===== src/rtl/vector3_normalize_macros.svh =====
// ----------------------------------------------------------------------------
// vector3_normalize_macros: assertion helpers of the vector normalizer
// Clocked implication checks that are switched off while reset is held.
// ----------------------------------------------------------------------------
`ifndef VECTOR3_NORMALIZE_MACROS_SVH
`define VECTOR3_NORMALIZE_MACROS_SVH

// Same-cycle implication, disabled during reset.
`define VN_ASSERT_NOW(lbl, clk, rstn, ante, cons, msg) \
    lbl: assert property (@(posedge clk) disable iff (!(rstn)) (ante) |-> (cons)) \
        else $error(msg);

// Next-cycle implication, disabled during reset.
`define VN_ASSERT_NEXT(lbl, clk, rstn, ante, cons, msg) \
    lbl: assert property (@(posedge clk) disable iff (!(rstn)) (ante) |=> (cons)) \
        else $error(msg);

`endif


===== src/rtl/vn_pkg.sv =====
// ----------------------------------------------------------------------------
// vn_pkg: shared types and constants of the vector normalizer
// Fixed output format, search length and queue status type.
// ----------------------------------------------------------------------------
package vn_pkg;

    // Output components are signed Q1.14 in 16 bits.
    localparam int UNIT_BITS = 16;
    // One search step per magnitude bit of the result.
    localparam int STEPS = UNIT_BITS - 1;
    localparam int UNIT_ONE = 16384;
    // Scale of the squared target: (2u-1)^2 * S <= c^2 * 2^30.
    localparam int FRAC_SHIFT = 30;
    localparam int QUEUE_DEPTH = 4;

    // Status of the queue as seen by the front and back parts.
    typedef struct packed {
        logic has_item;
        logic has_room;
    } t_queue_stat;

endpackage


===== src/rtl/vn_queue.sv =====
// ----------------------------------------------------------------------------
// vn_queue: short item queue between front and back
// Lets the input side keep accepting while the result side stalls.
// ----------------------------------------------------------------------------
module vn_queue #(
    parameter int EW = 131
) (
    input  logic                i_clk,
    input  logic                i_rst_n,
    input  logic                i_push,
    input  logic [EW-1:0]       i_entry,
    input  logic                i_pop,
    output logic [EW-1:0]       o_head,
    output vn_pkg::t_queue_stat o_stat
);
    localparam int DEPTH = vn_pkg::QUEUE_DEPTH;
    localparam int AW    = $clog2(DEPTH);
    localparam int CW    = $clog2(DEPTH + 1);

    logic [EW-1:0] r_mem [DEPTH];
    logic [AW-1:0] r_wr;
    logic [AW-1:0] r_rd;
    logic [CW-1:0] r_count;

    // Pointers and fill level.
    always_ff @(posedge i_clk) begin
        if (!i_rst_n) begin
            r_wr    <= '0;
            r_rd    <= '0;
            r_count <= '0;
        end else begin
            if (i_push) begin
                r_wr <= r_wr + 1'b1;
            end
            if (i_pop) begin
                r_rd <= r_rd + 1'b1;
            end
            r_count <= r_count + CW'(i_push) - CW'(i_pop);
        end
    end

    // Storage.
    always_ff @(posedge i_clk) begin
        if (i_push) begin
            r_mem[r_wr] <= i_entry;
        end
    end

    assign o_head = r_mem[r_rd];

    // Room is reserved for the item already in flight in the front.
    always_comb begin
        o_stat.has_item = (r_count != '0);
        o_stat.has_room = ((r_count + CW'(i_push)) < CW'(DEPTH));
    end

endmodule


===== config.mk =====
export PLATFORM = sky130hd
export DESIGN_NAME = vn_queue
export DESIGN_NICKNAME = d
export VERILOG_FILES = /design/src/rtl/vector3_normalize_macros.svh /design/src/rtl/vn_pkg.sv /design/src/rtl/vn_queue.sv
export SDC_FILE = /design/constraint.sdc
export NUM_CORES = 1
export LEC_CHECK = 0
export BUFFER_PORTS_ARGS = -buffer_cell sky130_fd_sc_hd__buf_4
export CAP_MARGIN = 15
export CORE_MARGIN = 3
export CORE_UTILIZATION = 30
export DETAILED_ROUTE_END_ITERATION = 8
export GPL_TIMING_DRIVEN = 0
export SLEW_MARGIN = 15
export SYNTH_ARGS = -nofsm -noshare
export SYNTH_HDL_FRONTEND = slang
export SYNTH_SLANG_ARGS = --single-unit

===== constraint.sdc =====
create_clock -name i_clk -period 5.6 [get_ports i_clk]
set_input_delay 1.12 -clock i_clk [delete_from_list [all_inputs] [get_ports i_clk]]
set_output_delay 1.12 -clock i_clk [all_outputs]
set_load 0.01 [all_outputs]

==> results.sh <==
export IMPL_status="finished, final reports clean"
export IMPL_maxSlewHeadroom_pct=49.5
export IMPL_io_buffers=267
export IMPL_max_freq_ghz=0.265
export IMPL_grtUsageTotal_pct=12.0
export IMPL_grt_pass1_vias=9511
export IMPL_hold_path_startpoint="r_rd[1]"
export IMPL_finalHoldViolCount=0
export IMPL_initial_core_util_pct=30.5
export IMPL_clk_pin_slew_ns=0.06
export IMPL_drc=0
export IMPL_layout_drive_gt1_share_pct=46.9
export IMPL_min_delay_worst_endpoint="r_rd[1]"
export IMPL_cts_sinks=533
export IMPL_finalSetupViolCount=0
export IMPL_yosys_warnings=0
export IMPL_netlist_area_sq_um=19300
export IMPL_rr_worst_depth=5
export IMPL_syn_avg_cell_area_sq_um=26.6
export IMPL_yosys_most_used_dff="edfxtp_1"
export IMPL_grt_antenna_before_repair=1
export IMPL_grt_met1_usage_pct=15.5
export IMPL_synth_cells=728
export IMPL_hold_class="flop to flop"
export IMPL_gp_congestion=0.683
export IMPL_core_region_area_sq_um=63400
export IMPL_num_vias=8735
export IMPL_die_y_microns=260
export IMPL_nFillCells=5692
export IMPL_dp_hpwl_microns=26700
export IMPL_htreeDepth=2
export IMPL_crit_type="flop to primary output"
export IMPL_synth_compound_area_share_pct=0.0776
export IMPL_insertion_delay_ns=0.59
export IMPL_ys_ff_latch=533
export IMPL_yosysTopAreaCell="edfxtp_1"
export IMPL_yosys_area_share_xor_xnor_pct=0.136
export IMPL_synth_nets=871
export IMPL_ant_nets=0
export IMPL_worst_pin_slew_ns=0.757
export IMPL_p_total_mw=9.29
export IMPL_synth_top_family_by_area="multiplexers"
export IMPL_r2r_end="r_mem[0][106]"
export IMPL_yosysSeqAreaShare_pct=82.3
export IMPL_hold_depth=2
export IMPL_final_setup_tns_ns=0
export IMPL_grtUsageMet2_pct=19.6
export IMPL_grt_ovfl_total=0
export IMPL_layout_worst_path_cycle_share_pct=67.4
export IMPL_grtUsageMet3_pct=4.09
export IMPL_rsz0062_at_grt="no"
export IMPL_synth_most_common_cell="edfxtp_1"
export IMPL_cts_repair_resized=0
export IMPL_vias_per_cell=4.45
export IMPL_fin_crit_ns=3.77
export IMPL_crit_path_max_fanout=10
export IMPL_cts_tree="built"
export IMPL_end_kind="primary output"
export IMPL_pin_count=268
export IMPL_irDropWorstVdd_mv=0.280
export IMPL_drv_cap=0
export IMPL_crit_arrival_ns=2.65
export IMPL_dieWidth_microns=260
export IMPL_busiest_layer="met2"
export IMPL_synthArstFlopShare_pct=0
export IMPL_firstDrtPassIters=4
export IMPL_yosys_area_share_simple_pct=0.369
export IMPL_die_area_sq_um=67600
export IMPL_synthAdderAreaFrac_pct=0.518
export IMPL_leakage_nw=8.22
export IMPL_rrSetupSlack_ns=3.62
export IMPL_drt_iter0_drc=407
export IMPL_ys_types=20
export IMPL_post_place_ws_ns=2.30
export IMPL_nets=1209
export IMPL_drv_slew=0
export IMPL_post_cts_buffers=0
export IMPL_cts_root_buf="clkbuf_16"
export IMPL_synth_area_leaders="edfxtp_1 81%, mux4_2 15%, dfxtp_1 0.93%, buf_6 0.58%, ha_1 0.52%"
export IMPL_drt_wl_total_microns=41000
export IMPL_start_kind="flop"
export IMPL_clock_path_buffers=3
export IMPL_avgRoutedWirePerCell_microns=20.9
export IMPL_r2r_start="r_wr[0]"
export IMPL_rows=92
export IMPL_synth_common_cells="524 x edfxtp_1, 131 x mux4_2, 14 x buf_2"
export IMPL_synth_top_area_share_pct=81.4
export IMPL_synth_edf_count=524
export IMPL_power_density_nw_per_um2=378
export IMPL_grt_pass1_wl_microns=60400
export IMPL_worst_slack_ns=1.83
export IMPL_grt_max_degree=47
export IMPL_synth_mux_area_share_pct=15.4
export IMPL_area_delta_synth_final_pct=27.1
export IMPL_ctsHoldBuffers=0
export IMPL_cp_data_required_time_ns=4.48
export IMPL_cts_buffers=57
export IMPL_skew_ns=0.0173
==> routing by layer <==
metal	wire length, microns	up-vias
met4	697	2
met3	3360	52
met2	20100	235
met5	17	-
met1	16800	4612
li1	-	3834
==> per-stage QoR <==
stage / hold slack (ns) / cell area, sq um / instances / util (%)
3_3_place_gp: 0.530 / 22400 / 1841 / 35.3
6_report: 0.555 / 24600 / 1961 / 38.8
4_1_cts: 0.550 / 24600 / 1958 / 38.8
3_5_place_dp: 0.546 / 22700 / 1853 / 35.8
5_1_grt: 0.574 / 24600 / 1958 / 38.8
2_1_floorplan: 0.499 / 19300 / 728 / -
==> registers in the layout, indices dropped and copies added (netlist names), named ones only <==
signal,count
r_count,3
r_mem,524
r_rd,2
r_wr,2
==> final cells by class <==
class	count	area, sq um	share of cell area [%]
inverters	5	18.8	0.0763
flip-flops and latches	533	15900	64.7
well taps	846	1060	4.31
clock buffers	78	1570	6.38
repair buffers	279	2310	9.40
plain buffers	30	224	0.911
multi-input cells	160	3190	13.0
diodes	3	7.51	0.0305
clock inverters	27	290	1.18
==> worst max-delay path by stage <==
stage                     slack (ns)   start  cells after the start           end
after global placement         -2.11  i_push                      2  r_mem[2][87]
after CTS                       1.63    flop                      5    o_head[56]
final                           1.83    flop                      5    o_head[56]
after global routing            1.62    flop                      5    o_head[56]
after detailed placement        2.30    flop                      5    o_head[56]
after floorplan                 0.97  i_push                      1   r_mem[0][0]
==> power breakdown <==
group          switching (mW)  leakage (nW)  internal, mW
clock                    1.46         0.899          2.23
sequential             0.0385          4.89          4.58
combinational           0.485          2.43         0.498
total                    1.98          8.22          7.31
==> worst max-delay path, cell delays in order, from the launching register on <==
cell,delay [ns]
dfxtp_1,0.30
clkbuf_1,0.27
buf_2,0.49
buf_2,0.44
mux4_2,0.38
buf_4,0.17
==> cells by family after synthesis <==
| logic type | after synthesis |
|---|---|
| AND/OR/NAND/NOR | 14 |
| flip-flops | 533 |
| XOR/XNOR | 3 |
| AO/OA/AOI/OAI | 2 |
| multiplexers | 133 |
| buffers and inverters | 35 |
| adder cells (fa/ha/maj) | 8 |
==> layout by cell type, fill, tap and decap left out, drive strengths merged, types with 4 or more instances in the layout <==
cell type / instances
and2: 4
buf: 306
bufinv: 6
clkbuf: 81
clkinv: 17
dfxtp: 9
edfxtp: 524
ha: 8
inv: 6
mux4: 131
nor2: 6
Power figures use the tool's default switching activity.
