## src/rtl/vector3_normalize_macros.svh

```systemverilog
// ----------------------------------------------------------------------------
// vector3_normalize_macros: assertion helpers of the vector normalizer
// Clocked implication checks that are switched off while reset is held.
// ----------------------------------------------------------------------------
`ifndef VECTOR3_NORMALIZE_MACROS_SVH
`define VECTOR3_NORMALIZE_MACROS_SVH

// Same-cycle implication, disabled during reset.
`define VN_ASSERT_NOW(lbl, clk, rstn, ante, cons, msg) \
    lbl: assert property (@(posedge clk) disable iff (!(rstn)) (ante) |-> (cons)) \
        else $error(msg);

// Next-cycle implication, disabled during reset.
`define VN_ASSERT_NEXT(lbl, clk, rstn, ante, cons, msg) \
    lbl: assert property (@(posedge clk) disable iff (!(rstn)) (ante) |=> (cons)) \
        else $error(msg);

`endif

```

## src/rtl/vn_pkg.sv

```systemverilog
// ----------------------------------------------------------------------------
// vn_pkg: shared types and constants of the vector normalizer
// Fixed output format, search length and queue status type.
// ----------------------------------------------------------------------------
package vn_pkg;

    // Output components are signed Q1.14 in 16 bits.
    localparam int UNIT_BITS = 16;
    // One search step per magnitude bit of the result.
    localparam int STEPS = UNIT_BITS - 1;
    localparam int UNIT_ONE = 16384;
    // Scale of the squared target: (2u-1)^2 * S <= c^2 * 2^30.
    localparam int FRAC_SHIFT = 30;
    localparam int QUEUE_DEPTH = 4;

    // Status of the queue as seen by the front and back parts.
    typedef struct packed {
        logic has_item;
        logic has_room;
    } t_queue_stat;

endpackage

```

## src/rtl/vn_ifs.sv

```systemverilog
// ----------------------------------------------------------------------------
// vn_ifs: valid/ready channels of the vector normalizer
// Input vector channel and unit vector result channel.
// ----------------------------------------------------------------------------
interface vn_in_if #(parameter int W = 16);
    logic                valid;
    logic                ready;
    logic signed [W-1:0] comp_x;
    logic signed [W-1:0] comp_y;
    logic signed [W-1:0] comp_z;

    modport source (output valid, comp_x, comp_y, comp_z, input ready);
    modport sink   (input valid, comp_x, comp_y, comp_z, output ready);
endinterface


```

## src/rtl/vn_front.sv

```systemverilog
// ----------------------------------------------------------------------------
// vn_front: input stage of the vector normalizer
// Takes magnitudes and signs, squares them and forms the sum of squares.
// ----------------------------------------------------------------------------
module vn_front #(
    parameter int W = 16
) (
    input  logic                  i_clk,
    input  logic                  i_rst_n,
    vn_in_if.sink                 i_in,
    input  vn_pkg::t_queue_stat   i_stat,
    output logic                  o_push,
    output logic [8*W+2:0]        o_entry
);
    localparam int SW = 2 * W;

    logic [W-1:0]  mag [3];
    logic [2:0]    neg;
    logic          accept;

    logic          r_vld;
    logic [2:0]    r_neg;
    logic [SW-1:0] r_sq [3];
    logic [SW-1:0] sum;

    // Accept only when the queue can absorb this item next cycle.
    assign i_in.ready = i_stat.has_room;
    assign accept     = i_in.valid && i_in.ready;

    // Sign and magnitude of each component.
    always_comb begin
        neg[0] = i_in.comp_x[W-1];
        neg[1] = i_in.comp_y[W-1];
        neg[2] = i_in.comp_z[W-1];
        mag[0] = neg[0] ? (~i_in.comp_x + 1'b1) : i_in.comp_x;
        mag[1] = neg[1] ? (~i_in.comp_y + 1'b1) : i_in.comp_y;
        mag[2] = neg[2] ? (~i_in.comp_z + 1'b1) : i_in.comp_z;
    end

    // Control register.
    always_ff @(posedge i_clk) begin
        if (!i_rst_n) begin
            r_vld <= 1'b0;
        end else begin
            r_vld <= accept;
        end
    end

    // Squares, registered after the multipliers.
    always_ff @(posedge i_clk) begin
        if (accept) begin
            r_neg <= neg;
            for (int i = 0; i < 3; i++) begin
                r_sq[i] <= SW'(mag[i]) * SW'(mag[i]);
            end
        end
    end

    // The sum of three squares never exceeds 3 * 2^(2W-2), so it fits 2W bits.
    assign sum     = r_sq[0] + r_sq[1] + r_sq[2];
    assign o_push  = r_vld;
    assign o_entry = {sum, r_sq[2], r_sq[1], r_sq[0], r_neg};

endmodule

```

## src/flat_wrapper.sv

```systemverilog
// flat-port wrapper written by rule: the top's interface ports become plain ports
module vn_front_flat 
#(
    parameter int W = 16
)
  (i_clk, i_rst_n, i_stat, o_push, o_entry, i_in_valid, i_in_comp_x, i_in_comp_y, i_in_comp_z, i_in_ready);
  vn_in_if #(.W(W)) i_in_i ();
  input  logic i_clk;
  input  logic i_rst_n;
  input  vn_pkg::t_queue_stat i_stat;
  output logic o_push;
  output logic [8*W+2:0] o_entry;
  input wire logic [$bits(i_in_i.valid)-1:0] i_in_valid;
  input wire logic [$bits(i_in_i.comp_x)-1:0] i_in_comp_x;
  input wire logic [$bits(i_in_i.comp_y)-1:0] i_in_comp_y;
  input wire logic [$bits(i_in_i.comp_z)-1:0] i_in_comp_z;
  output wire logic [$bits(i_in_i.ready)-1:0] i_in_ready;
  assign i_in_i.valid = i_in_valid;
  assign i_in_i.comp_x = i_in_comp_x;
  assign i_in_i.comp_y = i_in_comp_y;
  assign i_in_i.comp_z = i_in_comp_z;
  assign i_in_ready = i_in_i.ready;
  vn_front #(.W(W)) u_core (.i_clk(i_clk), .i_rst_n(i_rst_n), .i_in(i_in_i), .i_stat(i_stat), .o_push(o_push), .o_entry(o_entry));
endmodule
```

## config.mk

```make
export PLATFORM = sky130hd
export DESIGN_NAME = vn_front_flat
export DESIGN_NICKNAME = d
export VERILOG_FILES = /design/src/rtl/vector3_normalize_macros.svh /design/src/rtl/vn_pkg.sv /design/src/rtl/vn_ifs.sv /design/src/rtl/vn_front.sv /design/src/flat_wrapper.sv
export SDC_FILE = /design/constraint.sdc
export NUM_CORES = 1
export LEC_CHECK = 0
export BUFFER_PORTS_ARGS = -buffer_cell sky130_fd_sc_hd__buf_2
export CAP_MARGIN = 20
export CELL_PAD_IN_SITES_DETAIL_PLACEMENT = 2
export CELL_PAD_IN_SITES_GLOBAL_PLACEMENT = 2
export CORE_MARGIN = 2
export CORE_UTILIZATION = 30
export DETAILED_ROUTE_END_ITERATION = 8
export GPL_TIMING_DRIVEN = 0
export HOLD_SLACK_MARGIN = 0.05
export PLACE_DENSITY_LB_ADDON = 0.1
export SETUP_SLACK_MARGIN = 0.1
export SLEW_MARGIN = 20
export SYNTH_ARGS = -nofsm -noshare
export SYNTH_HDL_FRONTEND = slang
export SYNTH_SLANG_ARGS = --single-unit
```

## constraint.sdc

```tcl
create_clock -name i_clk -period 14.1 [get_ports i_clk]
set_input_delay 3.525 -clock i_clk [delete_from_list [all_inputs] [get_ports i_clk]]
set_output_delay 3.525 -clock i_clk [all_outputs]
set_load 0.01 [all_outputs]
```

==> impl_metrics.py <==
metrics = {
    "cts": {
        "ctsResizeCount": 0,
        "cts_num_sinks": 97,
        "cts.htree.levels": 3,
        "postCtsSetupBuffers": 0,
        "cts_hold_buf": 0,
        "cts_tree": "done",
        "clkTransAtPathRegs_ns": 0.09,
        "cts_max_path_buffers": 2,
        "cts_root_buf": "clkbuf_16",
        "cts_buffers": 9,
    },
    "synthesis": {
        "ys_warn_count": 0,
        "ys_types": 74,
        "yosys-top-cells-count": "inv_1 (680), fa_1 (522), ha_1 (319)",
        "synth_seq_cells": 97,
        "synth_top_area_share": 0.381,
        "ys.flop_type": "edfxtp_1",
        "async_flop_share": 0,
        "synth_area_sq_um": 27500,
        "synth.most_common_cell": "inv_1",
        "syn_inst": 2980,
        "synth_area_leaders": "fa_1 (38%), ha_1 (15%), edfxtp_1 (10%), inv_1 (9.3%), nand2_1 (3.9%)",
        "synth_edf_count": 96,
        "synth_area_per_cell_sq_um": 9.21,
        "synth_top_cell_by_area": "fa_1",
        "ys_seq_area_frac": 0.106,
    },
    "routing": {
        "wl_per_cell_um": 21.7,
        "drt-total-wl_um": 95300,
        "drtIter0Drc": 971,
        "ant_nets": 0,
        "vias_per_cell": 4.87,
        "drc_errors": 0,
        "vias": 21423,
        "dr.pass1.iters": 5,
    },
    "run": {
        "cap_violations": 0,
    },
    "global_route": {
        "grt_overflow": 0,
        "grt_pass1_vias": 24996,
        "antenna_found_initial": 11,
        "grt_pass1_wl_um": 148000,
        "grt_max_degree": 51,
        "groute.usage.overall": 0.207,
    },
    "final_layout": {
        "stdcell_area_sq_um": 30500,
        "syn_to_final_growth_pct": 10.9,
        "drive_above_1_share": 0.0774,
        "fillCellCount": 10200,
        "layout.nets": 4107,
        "fin_cells": 4395,
    },
    "critical_path": {
        "critPathLaunch": "i_in_comp_y[0]",
        "path_class": "input port to flip-flop",
        "critPathMostFrequentCell": "fa_1",
        "cp_slowest_stage_delay_ns": 0.95,
        "end_kind": "flip-flop",
        "critPathLaunchType": "input port",
        "critPathMaxFanout": 11,
        "arrival_ns": 12.99,
        "crit_slowest_cell": "o311ai_0",
        "required_ns": 14.22,
    },
    "placed_design": {
        "port_buffers": 181,
        "place_ws_ns": 0.835,
        "hpwl_um": 85300,
        "gp_congestion": 0.881,
        "place_inst": 4377,
        "dpl-instance-area_sq_um": 30100,
    },
    "timing": {
        "slew_viol_final": 0,
        "final_hold_viol_count": 0,
        "fin_crit_sh": 0.913,
        "finalSetupViolCount": 0,
        "tightestPinTransition_ns": 1.20,
        "relSlewSlack": 0.182,
        "fin_ws_ns": 1.23,
        "fin_setup_tns_ns": 0,
        "max_clock_freq_mhz": 77.7,
        "finalCriticalPeriod_ns": 12.87,
        "rsz0062_at_grt": "false",
    },
    "worst_hold_path": {
        "whs_path_depth": 1,
        "holdPathEnd": "u_core.r_neg[2]$_DFFE_PP_",
        "hold_path.class": "input port to flip-flop",
        "worstHoldStart": "i_in_comp_z[15]",
    },
    "floorplanning": {
        "initial_core_util": 0.304,
        "dieArea_sq_um": 94000,
        "io_pins": 186,
        "die_w_um": 307,
        "rows": 110,
        "coreArea_sq_um": 90400,
        "die_y_um": 307,
    },
    "outcome": {
        "status": "finished clean",
    },
}
==> worst max-delay path, delay by kind of cell <==
family / cells / cell delay, ns
XOR/XNOR: 1 / 0.63
adder cells (fa/ha/maj): 8 / 3.29
AO/OA/AOI/OAI: 4 / 1.88
buffers and inverters: 5 / 1.72
AND/OR/NAND/NOR: 7 / 1.92
==> metrics by stage <==
| stage | hold slack (ns) | util |
|---|---|---|
| 4_1_cts | 3.34 | 0.336 |
| 3_5_place_dp | 3.78 | 0.333 |
| 3_3_place_gp | 3.77 | 0.332 |
| 2_1_floorplan | 3.62 | - |
| 6_report | 3.37 | 0.337 |
| 5_1_grt | 3.34 | 0.337 |
==> final cells by class <==
cell class	instances	area, sq um	share of cell area
antenna	1	2.50	0.0000822
timing repair buffer	184	961	0.0315
multi-input combinational	2158	21900	0.720
inverter	700	2630	0.0863
clock inverter	7	85.1	0.00279
tap	1176	1470	0.0483
clock buffer	9	225	0.00739
buffer	63	255	0.00838
sequential	97	2900	0.0953
==> state kept, by name (all words and copies together) (netlist names) <==
| signal | flops |
|---|---|
| u_core.r_sq | 93 |
| u_core.r_neg | 3 |
| u_core.o_push | 1 |
==> routing by layer <==
layer	wire length, um	vias to the layer above	share of wire	global-route usage
li1	-	9756	-	-
met1	43600	11250	0.46	0.277
met2	46500	360	0.49	0.363
met3	3710	57	0.039	0.0238
met4	1470	0	0.015	0.0348
met5	0	-	0	0
==> placed cells by master, fill, tap and decap left out, drive strengths merged, types with 16 or more instances in the layout <==
master	Yosys	layout
a21o	63	63
a21oi	108	108
and2	17	17
and3	17	17
buf	7	191
clkbuf	56	65
clkinv	14	17
conb	2	40
edfxtp	96	96
fa	522	522
ha	319	319
inv	686	689
nand2	284	284
nand2b	18	18
nand3	22	22
nand4	16	16
nor2	248	248
nor3	28	28
o21a	22	22
o21ai	84	84
xnor2	106	106
xor2	65	65
==> worst max-delay path by stage <==
| stage | cells after the start | to | slack (ns) |
|---|---|---|---|
| after CTS | 28 | u_core.r_sq[0][59]$_DFFE_PP_ | 1.23 |
| after floorplan | 29 | u_core.r_sq[0][63]$_DFFE_PP_ | 2.95 |
| after detailed placement | 28 | u_core.r_sq[0][59]$_DFFE_PP_ | 0.83 |
| after global routing | 28 | u_core.r_sq[0][63]$_DFFE_PP_ | 0.81 |
| final | 25 | u_core.r_sq[0][60]$_DFFE_PP_ | 1.23 |
| after global placement | 27 | u_core.r_sq[0][59]$_DFFE_PP_ | 0.50 |
==> cell families (layout without fill, tap and decap cells) <==
group | after synthesis | after routing | share of synthesized area
adder cells (fa/ha/maj) | 841 | 841 | 0.526
multiplexers | 4 | 4 | 0.00155
AND/OR/NAND/NOR | 709 | 709 | 0.114
other | 2 | 41 | 0.000274
buffers and inverters | 763 | 963 | 0.105
flip-flops | 97 | 97 | 0.106
AO/OA/AOI/OAI | 393 | 393 | 0.0916
XOR/XNOR | 171 | 171 | 0.0555
Power is not shown: default switching activity piles up to over one toggle a cycle in this logic, so the estimate is an artifact.
